## config.mk

```make
export PLATFORM = sky130hd
export DESIGN_NAME = ycc_csr
export DESIGN_NICKNAME = d
export VERILOG_FILES = /design/src/sv/ycc_pkg.sv /design/src/sv/ycc_csr.sv
export SDC_FILE = /design/constraint.sdc
export NUM_CORES = 1
export LEC_CHECK = 0
export BUFFER_PORTS_ARGS = -buffer_cell sky130_fd_sc_hd__buf_2
export CAP_MARGIN = 5
export CORE_UTILIZATION = 35
export CTS_CLUSTER_SIZE = 24
export DETAILED_ROUTE_END_ITERATION = 10
export PLACE_DENSITY = 0.82
export SYNTH_ARGS = -nofsm -noshare
export SYNTH_HDL_FRONTEND = slang
export SYNTH_SLANG_ARGS = --single-unit
```

## constraint.sdc

```tcl
create_clock -name clock -period 0.85 [get_ports clock]
set_input_delay 0 -clock clock [delete_from_list [all_inputs] [get_ports clock]]
set_output_delay 0 -clock clock [all_outputs]
set_load 0.005 [all_outputs]
```

## src/sv/ycc_pkg.sv

```systemverilog
// Shared constants, types and coefficients of the RGB to YCbCr 4:2:0 converter.
`timescale 1ns / 1ps
`default_nettype none

package ycc_pkg;

   // Pixel and accumulation widths
   localparam int PIX_W  = 8;
   localparam int SUM2_W = PIX_W + 1;   // sum of a horizontal pair
   localparam int SUM4_W = PIX_W + 2;   // sum of a 2x2 block

   // Line geometry
   localparam int MAX_WIDTH  = 2048;
   localparam int LINE_DEPTH = MAX_WIDTH / 2;
   localparam int LINE_AW    = (LINE_DEPTH > 1) ? $clog2(LINE_DEPTH) : 1;
   localparam int COL_W      = (MAX_WIDTH > 2) ? $clog2(MAX_WIDTH) : 1;
   localparam int LW_W       = 12;
   localparam int WIDTH_W    = (COL_W + 1 > LW_W) ? COL_W + 1 : LW_W;
   localparam int WIDTH_CAP  = (MAX_WIDTH / 2) * 2;
   localparam logic [LW_W-1:0] LW_RESET = LW_W'(640);

   // Configuration port
   localparam int CSR_AW = 2;
   localparam int CSR_DW = 32;
   localparam logic [CSR_AW-1:0] ADDR_LINE_WIDTH = CSR_AW'(0);

   // Fixed-point coefficients, 16 fraction bits
   localparam int FRAC_BITS     = 16;
   localparam int Y_R_COEF      = 16828;
   localparam int Y_G_COEF      = 33038;
   localparam int Y_B_COEF      = 6416;
   localparam int CB_R_COEF     = 2428;   // subtracted
   localparam int CB_G_COEF     = 4768;   // subtracted
   localparam int CB_B_COEF     = 7196;
   localparam int CR_R_COEF     = 7196;
   localparam int CR_G_COEF     = 6026;   // subtracted
   localparam int CR_B_COEF     = 1170;   // subtracted
   localparam int LUMA_OFFSET   = 16;
   localparam int CHROMA_OFFSET = 128;

   // Product and sum widths
   localparam int YPROD_W = 24;   // luma terms and their sum
   localparam int CPROD_W = 23;   // one chroma term on a block sum
   localparam int CSUM_W  = 25;   // signed chroma sum, two's complement

   typedef struct packed {
      logic [PIX_W-1:0] blue;
      logic [PIX_W-1:0] green;
      logic [PIX_W-1:0] red;
   } pixel_type;

   // One line store entry: the pair sums of an even row
   typedef struct packed {
      logic [SUM2_W-1:0] blue_sum;
      logic [SUM2_W-1:0] green_sum;
      logic [SUM2_W-1:0] red_sum;
   } pair_sum_type;

   localparam int PAIR_W = $bits(pair_sum_type);

   // Front stage register contents
   typedef struct packed {
      pixel_type    pixel;
      pair_sum_type pair;
      logic         chroma;
   } stage1_type;

   typedef struct packed {
      logic [PIX_W-1:0] luma;
      logic             chroma_valid;
      logic [PIX_W-1:0] blue_diff;
      logic [PIX_W-1:0] red_diff;
   } result_type;

endpackage

`default_nettype wire

```

## src/sv/ycc_csr.sv

```systemverilog
// Configuration register block: line width register and its clamped form.
`timescale 1ns / 1ps
`default_nettype none

module ycc_csr (
   input  wire logic                               clock,
   input  wire logic                               reset,
   input  wire logic                               psel,
   input  wire logic                               penable,
   input  wire logic                               pwrite,
   input  wire logic [ycc_pkg::CSR_AW-1:0]         paddr,
   input  wire logic [ycc_pkg::CSR_DW-1:0]         pwdata,
   output      logic [ycc_pkg::CSR_DW-1:0]         prdata,
   output      logic                               pready,
   output      logic [ycc_pkg::WIDTH_W-1:0]        width
);

   localparam logic [ycc_pkg::WIDTH_W-1:0] WIDTH_MIN = ycc_pkg::WIDTH_W'(2);
   localparam logic [ycc_pkg::WIDTH_W-1:0] WIDTH_MAX =
      ycc_pkg::WIDTH_W'(ycc_pkg::WIDTH_CAP);

   logic [ycc_pkg::LW_W-1:0]    line_width_ff;
   logic [ycc_pkg::LW_W-1:0]    line_width_in;
   logic                        wr_hit;
   logic [ycc_pkg::WIDTH_W-1:0] width_even;

   // Write the register on the access phase of a write
   assign wr_hit = psel && penable && pwrite && (paddr == ycc_pkg::ADDR_LINE_WIDTH);

   always_comb begin
      line_width_in = line_width_ff;
      if (wr_hit) begin
         line_width_in = pwdata[ycc_pkg::LW_W-1:0];
      end
   end

   always_ff @(posedge clock) begin
      if (reset) begin
         line_width_ff <= ycc_pkg::LW_RESET;
      end else begin
         line_width_ff <= line_width_in;
      end
   end

   assign pready = 1'b1;

   // Read back
   always_comb begin
      prdata = '0;
      if (paddr == ycc_pkg::ADDR_LINE_WIDTH) begin
         prdata = ycc_pkg::CSR_DW'(line_width_ff);
      end
   end

   // Drop bit 0, then clamp to the supported range
   always_comb begin
      width_even = ycc_pkg::WIDTH_W'({line_width_ff[ycc_pkg::LW_W-1:1], 1'b0});
      if (width_even < WIDTH_MIN) begin
         width = WIDTH_MIN;
      end else if (width_even > WIDTH_MAX) begin
         width = WIDTH_MAX;
      end else begin
         width = width_even;
      end
   end

endmodule

`default_nettype wire

```

* Word level (Yosys, flattened, before mapping)
Index checks and enable logic that the tools add are counted.
** Word-level totals
- Bits in registers :: 12
- Bits of input ports :: 39
- Output and inout port bits :: 45
- Logic and storage cells :: 10
** Operators by class
- $lt $le $gt $ge :: 2
- Mux-type cells :: 3
- Reductions and logical operators :: 4
** Operators by type and width (count)
- 12-bit two-way mux :: 3
- 12-bit > comparator (second input constant) :: 1
- 12-bit by 2-bit < comparator with 1-bit output (second input constant) :: 1
- 1-bit logical AND :: 3
- 2-bit logical NOT :: 1

* Logic depth before layout (Yosys ltp)
- Depth after elaboration :: 3
- Depth in mapped cells :: 5

* Worst setup path before layout
No wires, ideal clock.
- Kind :: register -> output
- Start point :: register line_width_ff[11] (netlist bit)
- End point :: output prdata[11] (netlist bit)
- Arrival :: 0.797 ns
- Setup slack :: 0.053 ns
- Cell stages (with the launch flop) :: 3
- Buffers on the path :: 1
- Cell sequence :: dfxtp_1 clkbuf_1 and2_2
** On the way
- Word-level cells in the longest chain between the ends :: 1
** RTL lines
- start: declaration :: RTL line ycc_csr.sv:22 : logic [ycc_pkg::LW_W-1:0] line_width_ff;
- start signal: assignment :: RTL line ycc_csr.sv:39 : line_width_ff <= ycc_pkg::LW_RESET;
- start signal: assignment :: RTL line ycc_csr.sv:41 : line_width_ff <= line_width_in;
- 12-bit two-way mux :: RTL line ycc_csr.sv:50 : if (paddr == ycc_pkg::ADDR_LINE_WIDTH) begin
- end: declaration :: RTL line ycc_csr.sv:13 : output logic [ycc_pkg::CSR_DW-1:0] prdata,
No other way between the ends.

* Worst setup path in the final report
- Start point :: register line_width_ff[10] (netlist bit)
- End point :: output width[1] (netlist bit)
** On the way
- Word-level cells in the longest chain between the ends :: 3
- Elaborated cells between the ends (all ways) :: 4
- Classes of those cells :: order compare: 2; mux: 2
** RTL lines
- 12-bit > comparator :: RTL line ycc_csr.sv:60 : end else if (width_even > WIDTH_MAX) begin
- 12-bit two-way mux :: RTL line ycc_csr.sv:60
- 12-bit two-way mux * :: RTL line ycc_csr.sv:58 : if (width_even < WIDTH_MIN) begin
- end: declaration :: RTL line ycc_csr.sv:15 : output logic [ycc_pkg::WIDTH_W-1:0] width
Every way passes the cells marked *; elsewhere a longest branch is shown, timed or not.

==> flow_summary.json <==
{
  "slew_violations": 0,
  "hold_slack_ps": 4.832,
  "io_pins": 84,
  "cts_buffers": 3,
  "dp_hpwl_mm": 1.395,
  "syn_area_sq_um": 897.1,
  "worstPathRequired_ps": 850,
  "syn2layout_area_growth_pct": 59.41,
  "htree_levels": 1,
  "regMostFlops": "line_width_ff",
  "drtAntennaViolNets": 0,
  "cts.clk_slew.worst_paths_ps": 70,
  "drc": 0,
  "p_leak_nw": 0.6995,
  "clkLatencyLatePin_ps": 270,
  "cap_violations": 0,
  "diodes": 0,
  "syn_inst": 107,
  "largest_registers": "line_width_ff: 12 flops",
  "dieArea_sq_um": 2769,
  "rows": 17,
  "cp_max_fo": 2,
  "first_global_vias": 655,
  "final_layout_size_suffix_gt1_share_pct": 52.94,
  "gr-usage-all-layers_pct": 15.03,
  "p_per_area_nw_per_um2": 806.8,
  "largest_register_ffs": 12,
  "critPathLaunchType": "flop",
  "rr_worst_depth": 4,
  "ys_seq_area_share_pct": 26.78,
  "gp_congestion": 0.6901,
  "pre_cts_ws_ps": -74.26,
  "grt_remaining_overflow": 0,
  "core_region_area_sq_um": 2318,
  "critPathKind": "reg2out",
  "root_buffer": "clkbuf_4",
  "cts_tree": "done",
  "min_period_ps": 1190,
  "firstDrtPassIters": 4,
  "wirelength_mm": 2.212,
  "port_buffers": 41,
  "end_kind": "primary output",
  "min_path_type": "in2reg",
  "peakVddDrop_mv": 0.4026,
  "cts.sinks": 12,
  "wl_per_cell_um": 11.17,
  "num_vias": 845,
  "outcome": "finished, violations left",
  "hold_depth": 3,
  "rsz0062_at_grt": "true",
  "post-route-period-util_pct": 140.0,
  "final_nets": 211,
  "antenna_found_initial": 0,
  "grt_max_degree": 25,
  "ys_seq_elements": 12,
  "avgSynthCellArea_sq_um": 8.384,
  "fmax_ghz": 0.8403,
  "fin_skew_ps": 0,
  "arrival_ps": 1190,
  "dr.first_iter.drc_count": 6,
  "ys_warn_count": 0,
  "start_util_pct": 38.69,
  "grt_pass1_wl_mm": 2.939,
  "finalHoldViolCount": 0,
  "clk_path_buf_depth": 2,
  "failed_checks": "setup timing",
  "synth_cell_types": 17,
  "worst_slack_ps": -340.0,
  "setup_viol": 19,
  "die_w_um": 52.63,
  "die_y_um": 52.63,
  "vias_per_cell": 4.268
}
cell usage after synthesis:
master    instances  area [sq um]
nor2_2            1         6.260
and2_2            2         15.01
and2_1           10         62.56
and4_1            1         8.760
clkbuf_1          5         18.77
nand2b_1         20         125.1
nor3_1            1         5.000
mux2i_1          12         120.1
conb_1            2         7.510
dfxtp_1          12         240.2
nor4_1            1         6.260
buf_6             1         11.26
nor2b_1           9         56.30
buf_12            1         20.02
buf_4            22         165.2
a31oi_1           1         6.260
nor2_1            6         22.52
per-stage QoR:
| stage | cells | setup TNS [ps] | utilization (%) | total power [mW] | instance area, sq um |
|---|---|---|---|---|---|
| finish | 198 | -2195 | 61.68 | 1.154 | 1430 |
| global route | 198 | -3042 | 61.68 | 1.223 | 1430 |
| CTS | 192 | -2099 | 56.56 | 1.140 | 1311 |
| detailed placement | 177 | -494.6 | 46.79 | 0.7545 | 1085 |
| global placement | 177 | -297.7 | 46.79 | 0.7528 | 1085 |
| floorplan | 127 | 0 | - | 0.7544 | 972.2 |
where the power goes:
| part | leakage (nW) | internal (mW) | total, mW | switching, mW |
|---|---|---|---|---|
| clock network | 0.0138 | 0.164 | 0.342 | 0.179 |
| logic | 0.584 | 0.138 | 0.238 | 0.0992 |
| registers | 0.101 | 0.567 | 0.574 | 0.00649 |
cells by family after synthesis:
group,count (synthesis),synth area share [%]
AOI/OAI and AO/OA,1,0.6978
DFF,12,26.78
and+or+nand+nor,51,34.31
other,2,0.8371
muxes,12,13.39
buffers and inverters,29,23.99
critical path, cell delays in order, from the launching register on:
cell	delay [ps]
dfxtp_2	330
nor4_2	250
a31oi_1	110
nor2_1	110
buf_2	120
cells in the final DEF, fill, tap and decap left out, types with 2 or more instances in the layout:
cell type	netlist	routed
nor2b_4	0	3
dlygate4sd3_1	0	10
mux2i_1	12	12
nor2b_1	9	6
dfxtp_2	0	11
buf_2	0	32
and2_4	0	9
nor2_1	6	4
nand2b_1	20	20
and2_1	10	3
conb_1	2	22
buf_6	1	17
buf_4	22	9
clkbuf_4	0	3
nor2_2	1	2
routing by layer:
layer,wire (um),global-route usage (%),vias to the layer above
met4,52,8.333,0
met1,856,15.83,381
li1,-,-,414
met5,0,0,-
met3,138,4.058,8
met2,1164,26.58,42
final cells by class:
type	instances	area, sq um
flip-flops and latches	12	257.7
fillers	209	888.4
clock buffers	3	22.52
repair buffers	69	539.3
well taps	28	35.03
multi-input cells	86	575.6
timing repair:
action | in CTS | in global routing
setup buffers | 1 | 6
gates resized for setup | 32 | 17
hold buffers | 10 | 0
cloned | 1 | 0
endpoints found under the setup margin | 22 | 24
pin swaps | 2 | 2
endpoints found under the hold margin | 10 | 0
final timing paths:
check	startpoint	to	slack (ps)
worst max-delay path	line_width_ff[10]$_SDFFE_PP0P_	width[1]	-340
worst max register to register	line_width_ff[11]$_SDFFE_PP0P_	line_width_ff[11]$_SDFFE_PP0P_	20
worst min-delay path	pwdata[6]	line_width_ff[6]$_SDFFE_PP0P_	5
worst min register to register	line_width_ff[2]$_SDFFE_PP0P_	line_width_ff[2]$_SDFFE_PP0P_	510
No activity file was read; power rests on OpenSTA's default activity.
