$ cat src/sv/ycc_pkg.sv
// Shared constants, types and coefficients of the RGB to YCbCr 4:2:0 converter.
`timescale 1ns / 1ps
`default_nettype none

package ycc_pkg;

   // Pixel and accumulation widths
   localparam int PIX_W  = 8;
   localparam int SUM2_W = PIX_W + 1;   // sum of a horizontal pair
   localparam int SUM4_W = PIX_W + 2;   // sum of a 2x2 block

   // Line geometry
   localparam int MAX_WIDTH  = 2048;
   localparam int LINE_DEPTH = MAX_WIDTH / 2;
   localparam int LINE_AW    = (LINE_DEPTH > 1) ? $clog2(LINE_DEPTH) : 1;
   localparam int COL_W      = (MAX_WIDTH > 2) ? $clog2(MAX_WIDTH) : 1;
   localparam int LW_W       = 12;
   localparam int WIDTH_W    = (COL_W + 1 > LW_W) ? COL_W + 1 : LW_W;
   localparam int WIDTH_CAP  = (MAX_WIDTH / 2) * 2;
   localparam logic [LW_W-1:0] LW_RESET = LW_W'(640);

   // Configuration port
   localparam int CSR_AW = 2;
   localparam int CSR_DW = 32;
   localparam logic [CSR_AW-1:0] ADDR_LINE_WIDTH = CSR_AW'(0);

   // Fixed-point coefficients, 16 fraction bits
   localparam int FRAC_BITS     = 16;
   localparam int Y_R_COEF      = 16828;
   localparam int Y_G_COEF      = 33038;
   localparam int Y_B_COEF      = 6416;
   localparam int CB_R_COEF     = 2428;   // subtracted
   localparam int CB_G_COEF     = 4768;   // subtracted
   localparam int CB_B_COEF     = 7196;
   localparam int CR_R_COEF     = 7196;
   localparam int CR_G_COEF     = 6026;   // subtracted
   localparam int CR_B_COEF     = 1170;   // subtracted
   localparam int LUMA_OFFSET   = 16;
   localparam int CHROMA_OFFSET = 128;

   // Product and sum widths
   localparam int YPROD_W = 24;   // luma terms and their sum
   localparam int CPROD_W = 23;   // one chroma term on a block sum
   localparam int CSUM_W  = 25;   // signed chroma sum, two's complement

   typedef struct packed {
      logic [PIX_W-1:0] blue;
      logic [PIX_W-1:0] green;
      logic [PIX_W-1:0] red;
   } pixel_type;

   // One line store entry: the pair sums of an even row
   typedef struct packed {
      logic [SUM2_W-1:0] blue_sum;
      logic [SUM2_W-1:0] green_sum;
      logic [SUM2_W-1:0] red_sum;
   } pair_sum_type;

   localparam int PAIR_W = $bits(pair_sum_type);

   // Front stage register contents
   typedef struct packed {
      pixel_type    pixel;
      pair_sum_type pair;
      logic         chroma;
   } stage1_type;

   typedef struct packed {
      logic [PIX_W-1:0] luma;
      logic             chroma_valid;
      logic [PIX_W-1:0] blue_diff;
      logic [PIX_W-1:0] red_diff;
   } result_type;

endpackage

`default_nettype wire

$ cat src/sv/ycc_if.sv
// Request and response channel interfaces of the converter.
`timescale 1ns / 1ps
`default_nettype none


interface ycc_rsp_if;
   logic                       valid;
   logic                       ready;
   logic [ycc_pkg::PIX_W-1:0]  luma;
   logic                       chroma_valid;
   logic [ycc_pkg::PIX_W-1:0]  blue_diff;
   logic [ycc_pkg::PIX_W-1:0]  red_diff;

   modport source (output valid, luma, chroma_valid, blue_diff, red_diff, input ready);
   modport sink   (input valid, luma, chroma_valid, blue_diff, red_diff, output ready);
endinterface

`default_nettype wire

$ cat src/sv/ycc_math.sv
// Arithmetic stage: coefficient products, sums, offsets and the result register.
`timescale 1ns / 1ps
`default_nettype none

module ycc_math (
   input  wire logic                   clock,
   input  wire logic                   reset,
   input  wire logic                   s1_valid,
   input  wire ycc_pkg::stage1_type    s1_data,
   input  wire ycc_pkg::pair_sum_type  above,
   output      logic                   s2_free,
   ycc_rsp_if.source                   rsp_bus
);

   logic                        out_valid_ff;
   logic                        out_valid_in;
   ycc_pkg::result_type         out_ff;
   ycc_pkg::result_type         out_in;

   logic [ycc_pkg::SUM4_W-1:0]  r4;
   logic [ycc_pkg::SUM4_W-1:0]  g4;
   logic [ycc_pkg::SUM4_W-1:0]  b4;
   logic [ycc_pkg::YPROD_W-1:0] y_r;
   logic [ycc_pkg::YPROD_W-1:0] y_g;
   logic [ycc_pkg::YPROD_W-1:0] y_b;
   logic [ycc_pkg::CPROD_W-1:0] cb_r;
   logic [ycc_pkg::CPROD_W-1:0] cb_g;
   logic [ycc_pkg::CPROD_W-1:0] cb_b;
   logic [ycc_pkg::CPROD_W-1:0] cr_r;
   logic [ycc_pkg::CPROD_W-1:0] cr_g;
   logic [ycc_pkg::CPROD_W-1:0] cr_b;
   logic [ycc_pkg::YPROD_W-1:0] luma_sum;
   logic [ycc_pkg::CSUM_W-1:0]  cb_sum;
   logic [ycc_pkg::CSUM_W-1:0]  cr_sum;

   // The result register takes a new request when empty or being read
   assign s2_free = !out_valid_ff || rsp_bus.ready;

   // Block sums: this pair plus the pair above
   assign r4 = ycc_pkg::SUM4_W'(s1_data.pair.red_sum)   + ycc_pkg::SUM4_W'(above.red_sum);
   assign g4 = ycc_pkg::SUM4_W'(s1_data.pair.green_sum) + ycc_pkg::SUM4_W'(above.green_sum);
   assign b4 = ycc_pkg::SUM4_W'(s1_data.pair.blue_sum)  + ycc_pkg::SUM4_W'(above.blue_sum);

   // Coefficient products
   assign y_r  = ycc_pkg::YPROD_W'(ycc_pkg::Y_R_COEF) * ycc_pkg::YPROD_W'(s1_data.pixel.red);
   assign y_g  = ycc_pkg::YPROD_W'(ycc_pkg::Y_G_COEF) * ycc_pkg::YPROD_W'(s1_data.pixel.green);
   assign y_b  = ycc_pkg::YPROD_W'(ycc_pkg::Y_B_COEF) * ycc_pkg::YPROD_W'(s1_data.pixel.blue);
   assign cb_r = ycc_pkg::CPROD_W'(ycc_pkg::CB_R_COEF) * ycc_pkg::CPROD_W'(r4);
   assign cb_g = ycc_pkg::CPROD_W'(ycc_pkg::CB_G_COEF) * ycc_pkg::CPROD_W'(g4);
   assign cb_b = ycc_pkg::CPROD_W'(ycc_pkg::CB_B_COEF) * ycc_pkg::CPROD_W'(b4);
   assign cr_r = ycc_pkg::CPROD_W'(ycc_pkg::CR_R_COEF) * ycc_pkg::CPROD_W'(r4);
   assign cr_g = ycc_pkg::CPROD_W'(ycc_pkg::CR_G_COEF) * ycc_pkg::CPROD_W'(g4);
   assign cr_b = ycc_pkg::CPROD_W'(ycc_pkg::CR_B_COEF) * ycc_pkg::CPROD_W'(b4);

   // Sums in two's complement; the floor shift keeps the bits above the fraction
   assign luma_sum = y_r + y_g + y_b;
   assign cb_sum   = ycc_pkg::CSUM_W'(cb_b) - ycc_pkg::CSUM_W'(cb_r)
                     - ycc_pkg::CSUM_W'(cb_g);
   assign cr_sum   = ycc_pkg::CSUM_W'(cr_r) - ycc_pkg::CSUM_W'(cr_g)
                     - ycc_pkg::CSUM_W'(cr_b);

   always_comb begin
      out_in.luma         = luma_sum[ycc_pkg::FRAC_BITS +: ycc_pkg::PIX_W]
                            + ycc_pkg::PIX_W'(ycc_pkg::LUMA_OFFSET);
      out_in.chroma_valid = s1_data.chroma;
      out_in.blue_diff    = '0;
      out_in.red_diff     = '0;
      if (s1_data.chroma) begin
         out_in.blue_diff = cb_sum[ycc_pkg::FRAC_BITS +: ycc_pkg::PIX_W]
                            + ycc_pkg::PIX_W'(ycc_pkg::CHROMA_OFFSET);
         out_in.red_diff  = cr_sum[ycc_pkg::FRAC_BITS +: ycc_pkg::PIX_W]
                            + ycc_pkg::PIX_W'(ycc_pkg::CHROMA_OFFSET);
      end
   end

   assign out_valid_in = s2_free ? s1_valid : out_valid_ff;

   always_ff @(posedge clock) begin
      if (reset) begin
         out_valid_ff <= 1'b0;
      end else begin
         out_valid_ff <= out_valid_in;
      end
   end

   // Load payload only when the front register advances
   always_ff @(posedge clock) begin
      if (s2_free && s1_valid) begin
         out_ff <= out_in;
      end
   end

   assign rsp_bus.valid        = out_valid_ff;
   assign rsp_bus.luma         = out_ff.luma;
   assign rsp_bus.chroma_valid = out_ff.chroma_valid;
   assign rsp_bus.blue_diff    = out_ff.blue_diff;
   assign rsp_bus.red_diff     = out_ff.red_diff;

   // A stalled response holds its contents
   assert property (@(posedge clock) disable iff (reset)
      (out_valid_ff && !rsp_bus.ready) |=> (out_valid_ff && $stable(out_ff)))
      else $error("response lost while stalled");

   // Luma never drops below the studio black level
   assert property (@(posedge clock) disable iff (reset)
      out_valid_ff |-> (out_ff.luma >= ycc_pkg::PIX_W'(ycc_pkg::LUMA_OFFSET)))
      else $error("luma below black level");

   // Chroma fields read zero on pixels that finish no block
   assert property (@(posedge clock) disable iff (reset)
      (out_valid_ff && !out_ff.chroma_valid)
         |-> (out_ff.blue_diff == '0 && out_ff.red_diff == '0))
      else $error("chroma set without a block");

endmodule

`default_nettype wire

$ cat src/flat_wrapper.sv
// flat-port wrapper written by rule: the top's interface ports become plain ports
module ycc_math_flat 
  (clock, reset, s1_valid, s1_data, above, s2_free, rsp_bus_valid, rsp_bus_luma, rsp_bus_chroma_valid, rsp_bus_blue_diff, rsp_bus_red_diff, rsp_bus_ready);
  ycc_rsp_if rsp_bus_i ();
  input  wire logic clock;
  input  wire logic reset;
  input  wire logic s1_valid;
  input  wire ycc_pkg::stage1_type s1_data;
  input  wire ycc_pkg::pair_sum_type above;
  output      logic s2_free;
  output wire logic [$bits(rsp_bus_i.valid)-1:0] rsp_bus_valid;
  output wire logic [$bits(rsp_bus_i.luma)-1:0] rsp_bus_luma;
  output wire logic [$bits(rsp_bus_i.chroma_valid)-1:0] rsp_bus_chroma_valid;
  output wire logic [$bits(rsp_bus_i.blue_diff)-1:0] rsp_bus_blue_diff;
  output wire logic [$bits(rsp_bus_i.red_diff)-1:0] rsp_bus_red_diff;
  input wire logic [$bits(rsp_bus_i.ready)-1:0] rsp_bus_ready;
  assign rsp_bus_valid = rsp_bus_i.valid;
  assign rsp_bus_luma = rsp_bus_i.luma;
  assign rsp_bus_chroma_valid = rsp_bus_i.chroma_valid;
  assign rsp_bus_blue_diff = rsp_bus_i.blue_diff;
  assign rsp_bus_red_diff = rsp_bus_i.red_diff;
  assign rsp_bus_i.ready = rsp_bus_ready;
  ycc_math u_core (.clock(clock), .reset(reset), .s1_valid(s1_valid), .s1_data(s1_data), .above(above), .s2_free(s2_free), .rsp_bus(rsp_bus_i));
endmodule
$ cat config.mk
export PLATFORM = sky130hd
export DESIGN_NAME = ycc_math_flat
export DESIGN_NICKNAME = d
export VERILOG_FILES = /design/src/sv/ycc_pkg.sv /design/src/sv/ycc_if.sv /design/src/sv/ycc_math.sv /design/src/flat_wrapper.sv
export SDC_FILE = /design/constraint.sdc
export NUM_CORES = 1
export LEC_CHECK = 0
export ABC_AREA = 1
export BUFFER_PORTS_ARGS = -buffer_cell sky130_fd_sc_hd__clkbuf_2
export CORE_UTILIZATION = 59
export DETAILED_ROUTE_END_ITERATION = 12
export PLACE_DENSITY = 0.87
export SYNTH_ARGS = -nofsm -noshare
export SYNTH_HDL_FRONTEND = slang
export SYNTH_SLANG_ARGS = --single-unit
$ cat constraint.sdc
create_clock -name clock -period 8.8 [get_ports clock]
set_input_delay 1.32 -clock clock [delete_from_list [all_inputs] [get_ports clock]]
set_output_delay 1.32 -clock clock [all_outputs]
set_load 0.01 [all_outputs]
* Yosys cells after proc, flatten, opt, wreduce, memory -nomap -nowiden
Cells that the tools add are included.
** Operators by class
- Multipliers :: 9
- $add $sub $neg :: 12
- Reduce and logical (&&, ||, !) cells :: 3
** Operator list (number)
- $mul 11x10->21 const A :: 2
- $mul 10x10->20 const A :: 2
- $add 9x9->10 :: 3
- $add 23x24->24 :: 1
- $add 24x21->24 :: 1
- $sub 23x22->24 :: 1
- $sub 23x23->24 :: 1
- $sub 24x21->24 :: 1
- $sub 24x23->24 :: 1
- $mul 15x8->23 const A :: 1
- $mul 12x10->22 const A :: 1
- $mul 13x8->21 const A :: 1
- $mul 8x10->18 const A :: 1
- $mul 9x8->17 const A :: 1
- $add 8x8->8 const B :: 2
- $add 8x5->8 const B :: 1
- $logic_and 1x1->1 :: 1
- $logic_not 1->1 :: 1
- $logic_or 1x1->1 :: 1
** Storage, ports and cells
- Input bits :: 83
- Bits in registers :: 26
- Output and inout port bits :: 27
- Logic and storage cells :: 29

* Logic depth before layout (Yosys ltp)
- Word-level depth :: 5
- Depth in mapped cells :: 43
- Depth with buffers taken out :: 43

* Worst setup path before layout
No wires, ideal clock.
- Kind :: input port to flip-flop
- From :: input port s1_data[1] (netlist name)
- To :: register u_core.out_ff, in the netlist u_core.rsp_bus.blue_diff[6] (data pin)
- Path buffers :: 0
- Setup time :: 253 ps
- Stages :: 33
- Arrival time :: 8171 ps
- Required time :: 8547 ps
- Setup slack :: 376 ps
- Path through :: ha_1 fa_1 nand3_2 nand3_2 nand2_1 o211ai_2 xor2_4 ha_1 inv_1 ha_1 fa_1 fa_1 fa_1 inv_1 fa_1 inv_1 ha_1 nand2_1 inv_1 nand4_1 o21ai_0 a21oi_1 xnor2_1 fa_1 inv_1 ha_1 nand4_1 nor3_1 nand3_1 o21ai_0 a21oi_1 nor2_1 nor2_1
** Between the ends
- Longest elaborated chain between the ends :: 5
** RTL lines
- start, declared :: line flat_wrapper.sv:8 : input wire ycc_pkg::stage1_type s1_data;
- $add 9x9->10 :: line ycc_math.sv:40 : assign r4 = ycc_pkg::SUM4_W'(s1_data.pair.red_sum) + ycc_pkg::SUM4_W'(above.red_sum);
- $mul 10x10->20 :: line ycc_math.sv:48 : assign cb_r = ycc_pkg::CPROD_W'(ycc_pkg::CB_R_COEF) * ycc_pkg::CPROD_W'(r4);
- $sub 23x22->24 :: line ycc_math.sv:57 : assign cb_sum = ycc_pkg::CSUM_W'(cb_b) - ycc_pkg::CSUM_W'(cb_r)
- $sub 24x23->24 :: line ycc_math.sv:58 : - ycc_pkg::CSUM_W'(cb_g);
- $add 8x8->8 :: line ycc_math.sv:70 : + ycc_pkg::PIX_W'(ycc_pkg::CHROMA_OFFSET);
- end signal, assigned :: line ycc_math.sv:89 : out_ff <= out_in;
- end, declared :: line ycc_math.sv:17 : ycc_pkg::result_type out_ff;
No other way between the ends.
A chain may end at the register's enable or synchronous reset.

* Worst setup path after layout
- From :: input port s1_data[1] (netlist name)
- To :: register u_core.out_ff, in the netlist u_core.rsp_bus.blue_diff[0] (data pin)
The elaborated chain is that of the path after synthesis.

==> metrics.cfg <==
[yosys]
synth_area_leader_cell = ha_1
synth_nets = 3605
syn_area_per_cell_um2 = 7.537
ys_warn_count = 0
ys_seq_area_frac = 0.03674
ys_ff_latch = 26
muxShareOfSynthArea = 0
synthCells = 2783
synth-compound-area-share = 0.1073
synth_edf_count = 25
netlist_area_um2 = 20980
synth_area_leaders = ha_1 (32%), fa_1 (19%), inv_1 (12%)
synth_xor_area_frac = 0.06979
synthArstFlopShare = 0
synth_fa_ha_area_frac = 0.5106
synth_top_area_share = 0.3245
synth_cell_types = 50
synth_ff_type = edfxtp_1
synth_top_family_by_area = adder cells
synth-simple-area-share = 0.1538

[final_layout]
layout.nets = 3756
mostFrequentLayoutCell = inv_1
fill_cells = 2991
multi_input_area_um2 = 17880
fin_area_um2 = 22710
finalNonFillerCells = 3388
synthToLayoutAreaGrowth_pct = 8.255
mostFrequentLayoutCells = inv_1 (676), ha_1 (535), nand2_1 (424), fa_1 (192), a21oi_1 (181)
antenna_cells = 0
layout-drive-gt1-share = 0.07399
seq_area_um2 = 770.7

[sta]
holdWs_ns = 0.5299
finalCritPeriodShare = 0.9661
rsz0062_at_grt = yes
clock_skew_ns = 0.002435
min_period_ns = 8.502
drv_slew = 0
hold_viol = 0
slew_headroom = 0.6262
tightest_slew_ns = 0.5567
finalSetupViolations = 0
max_freq_ghz = 0.1176

[drt]
dr.first_iter.drc_count = 894
detail-route-antenna-nets = 0
wire_per_inst_um = 16.35
vias_per_cell = 5.514
vias = 18680
routed_wl_um = 55390
dr.pass1.iters = 7
drc_errors = 0

[floorplan]
ios = 110
die-height_um = 190.6
die_w_um = 190.6
core_um2 = 34800
die_area_um2 = 36310
fp-row-count = 68
start_util = 0.6028

[clocking]
clock-sinks = 26
cts_buffer_depth = 2
root_buffer = clkbuf_16
cts_tree = yes
cts_max_level = 1
clk_pin_slew_ns = 0.08
clk_latency_ns = 0.28
cts_buffers = 3

[setup_path]
endpoint_kind = flip-flop
path_delay_family = adder cells
crit_fanout = 5
worst-path-buf-inv = 6
crit_top_cell = fa_1
startpoint_type = input port
arrival_ns = 8.60
critPathKind = in -> reg
cp.required_ns = 8.90
cpPeakStageDelay_ns = 0.57
crit_path_top_delay_cell = fa_1

[grt]
grt_start_max_net_pins = 26
grt_first_pass_wirelength_um = 91750
grt_pass1_vias = 19460
grt_usage = 0.3153
grt_overflow_total = 0
antenna_found_initial = 0

[place]
dp.cells = 3382
dp_hpwl_um = 49930
gp_congestion = 1.012
io_buffers = 109
placed_cell_area_um2 = 22360

[flow_run]
maxCapViolCount = 0

[run_status]
status = finished, final reports clean

[worst_hold_path]
hold_path.class = reg -> reg

==> state kept, by name, summed over array words and instances (netlist names) <==
register,cells
u_core.rsp_bus.blue_diff,8
u_core.rsp_bus.luma,8
u_core.rsp_bus.chroma_valid,1
u_core.rsp_bus.red_diff,8
u_core.rsp_bus.valid,1
==> routing by layer <==
metal  track usage  vias to the layer above  part of all wire
li1              -                     9241                 -
met1        0.3590                     8732              0.40
met2        0.5825                      540              0.50
met3       0.03000                      167             0.042
met4        0.1591                        0             0.060
met5             0                        -                 0
==> worst paths after layout <==
path	from	endpoint	slack (ns)	cells after the start
setup / recovery	s1_data[1]	u_core.rsp_bus.blue_diff[0]	0.30	32
hold / removal	u_core.rsp_bus.valid	u_core.rsp_bus.valid	0.53	2
setup reg to reg	u_core.rsp_bus.valid	u_core.rsp_bus.blue_diff[2]	7.60	2
hold reg to reg	u_core.rsp_bus.valid	u_core.rsp_bus.valid	0.53	2
==> area by class of cell <==
cell class                 instances  area share
inverter                         679      0.1123
timing repair buffer             147     0.03659
multi-input combinational       2077      0.7874
sequential                        26     0.03394
clock buffer                       3    0.003306
tap                              455     0.02507
clock inverter                     1    0.001322
==> repair_timing <==
item / 4_1_cts / 5_1_grt
setup endpoints to repair: 3 / 14
resized for setup: 1 / 58
buffers inserted: 0 / 2
gates cloned: 0 / 0
pin swaps: 0 / 11
hold buffers: 0 / 0
==> cells by family (layout without fill, tap and decap cells) <==
group | Yosys count | after routing
AND/OR/NAND/NOR | 778 | 778
adder cells (fa/ha/maj) | 739 | 739
buffers and inverters | 680 | 830
AO/OA/AOI/OAI | 395 | 395
XOR/XNOR | 165 | 165
flip-flops | 26 | 26
==> Yosys cell counts (all sizes together), types with 9 or more instances <==
cell type and count:
a21boi 9, a21o 19, a21oi 195, a31oi 9
edfxtp 25, fa 195, ha 544, inv 679
nand2 428, nand3 103, nand4 24, nor2 176
nor3 32, o21ai 104, o21bai 26, xnor2 64
xor2 101
==> tightest hold or removal path, stage by stage, from the launching register on <==
cell	delay, ns
dfxtp_1	0.34
nand2_1	0.09
a21oi_1	0.06
==> stage by stage <==
step | utilization | TNS [ns] | setup slack, ns
global route | 0.6526 | -0.6088 | -0.1091
CTS | 0.6456 | 0 | 0.1379
global placement | 0.6426 | -0.3078 | -0.1258
detailed placement | 0.6426 | -1.240 | -0.3570
finish | 0.6526 | 0 | 0.2980
floorplan | - | 0 | 0.3760
Power is not shown: default switching activity piles up to over one toggle a cycle in this logic, so the estimate is an artifact.
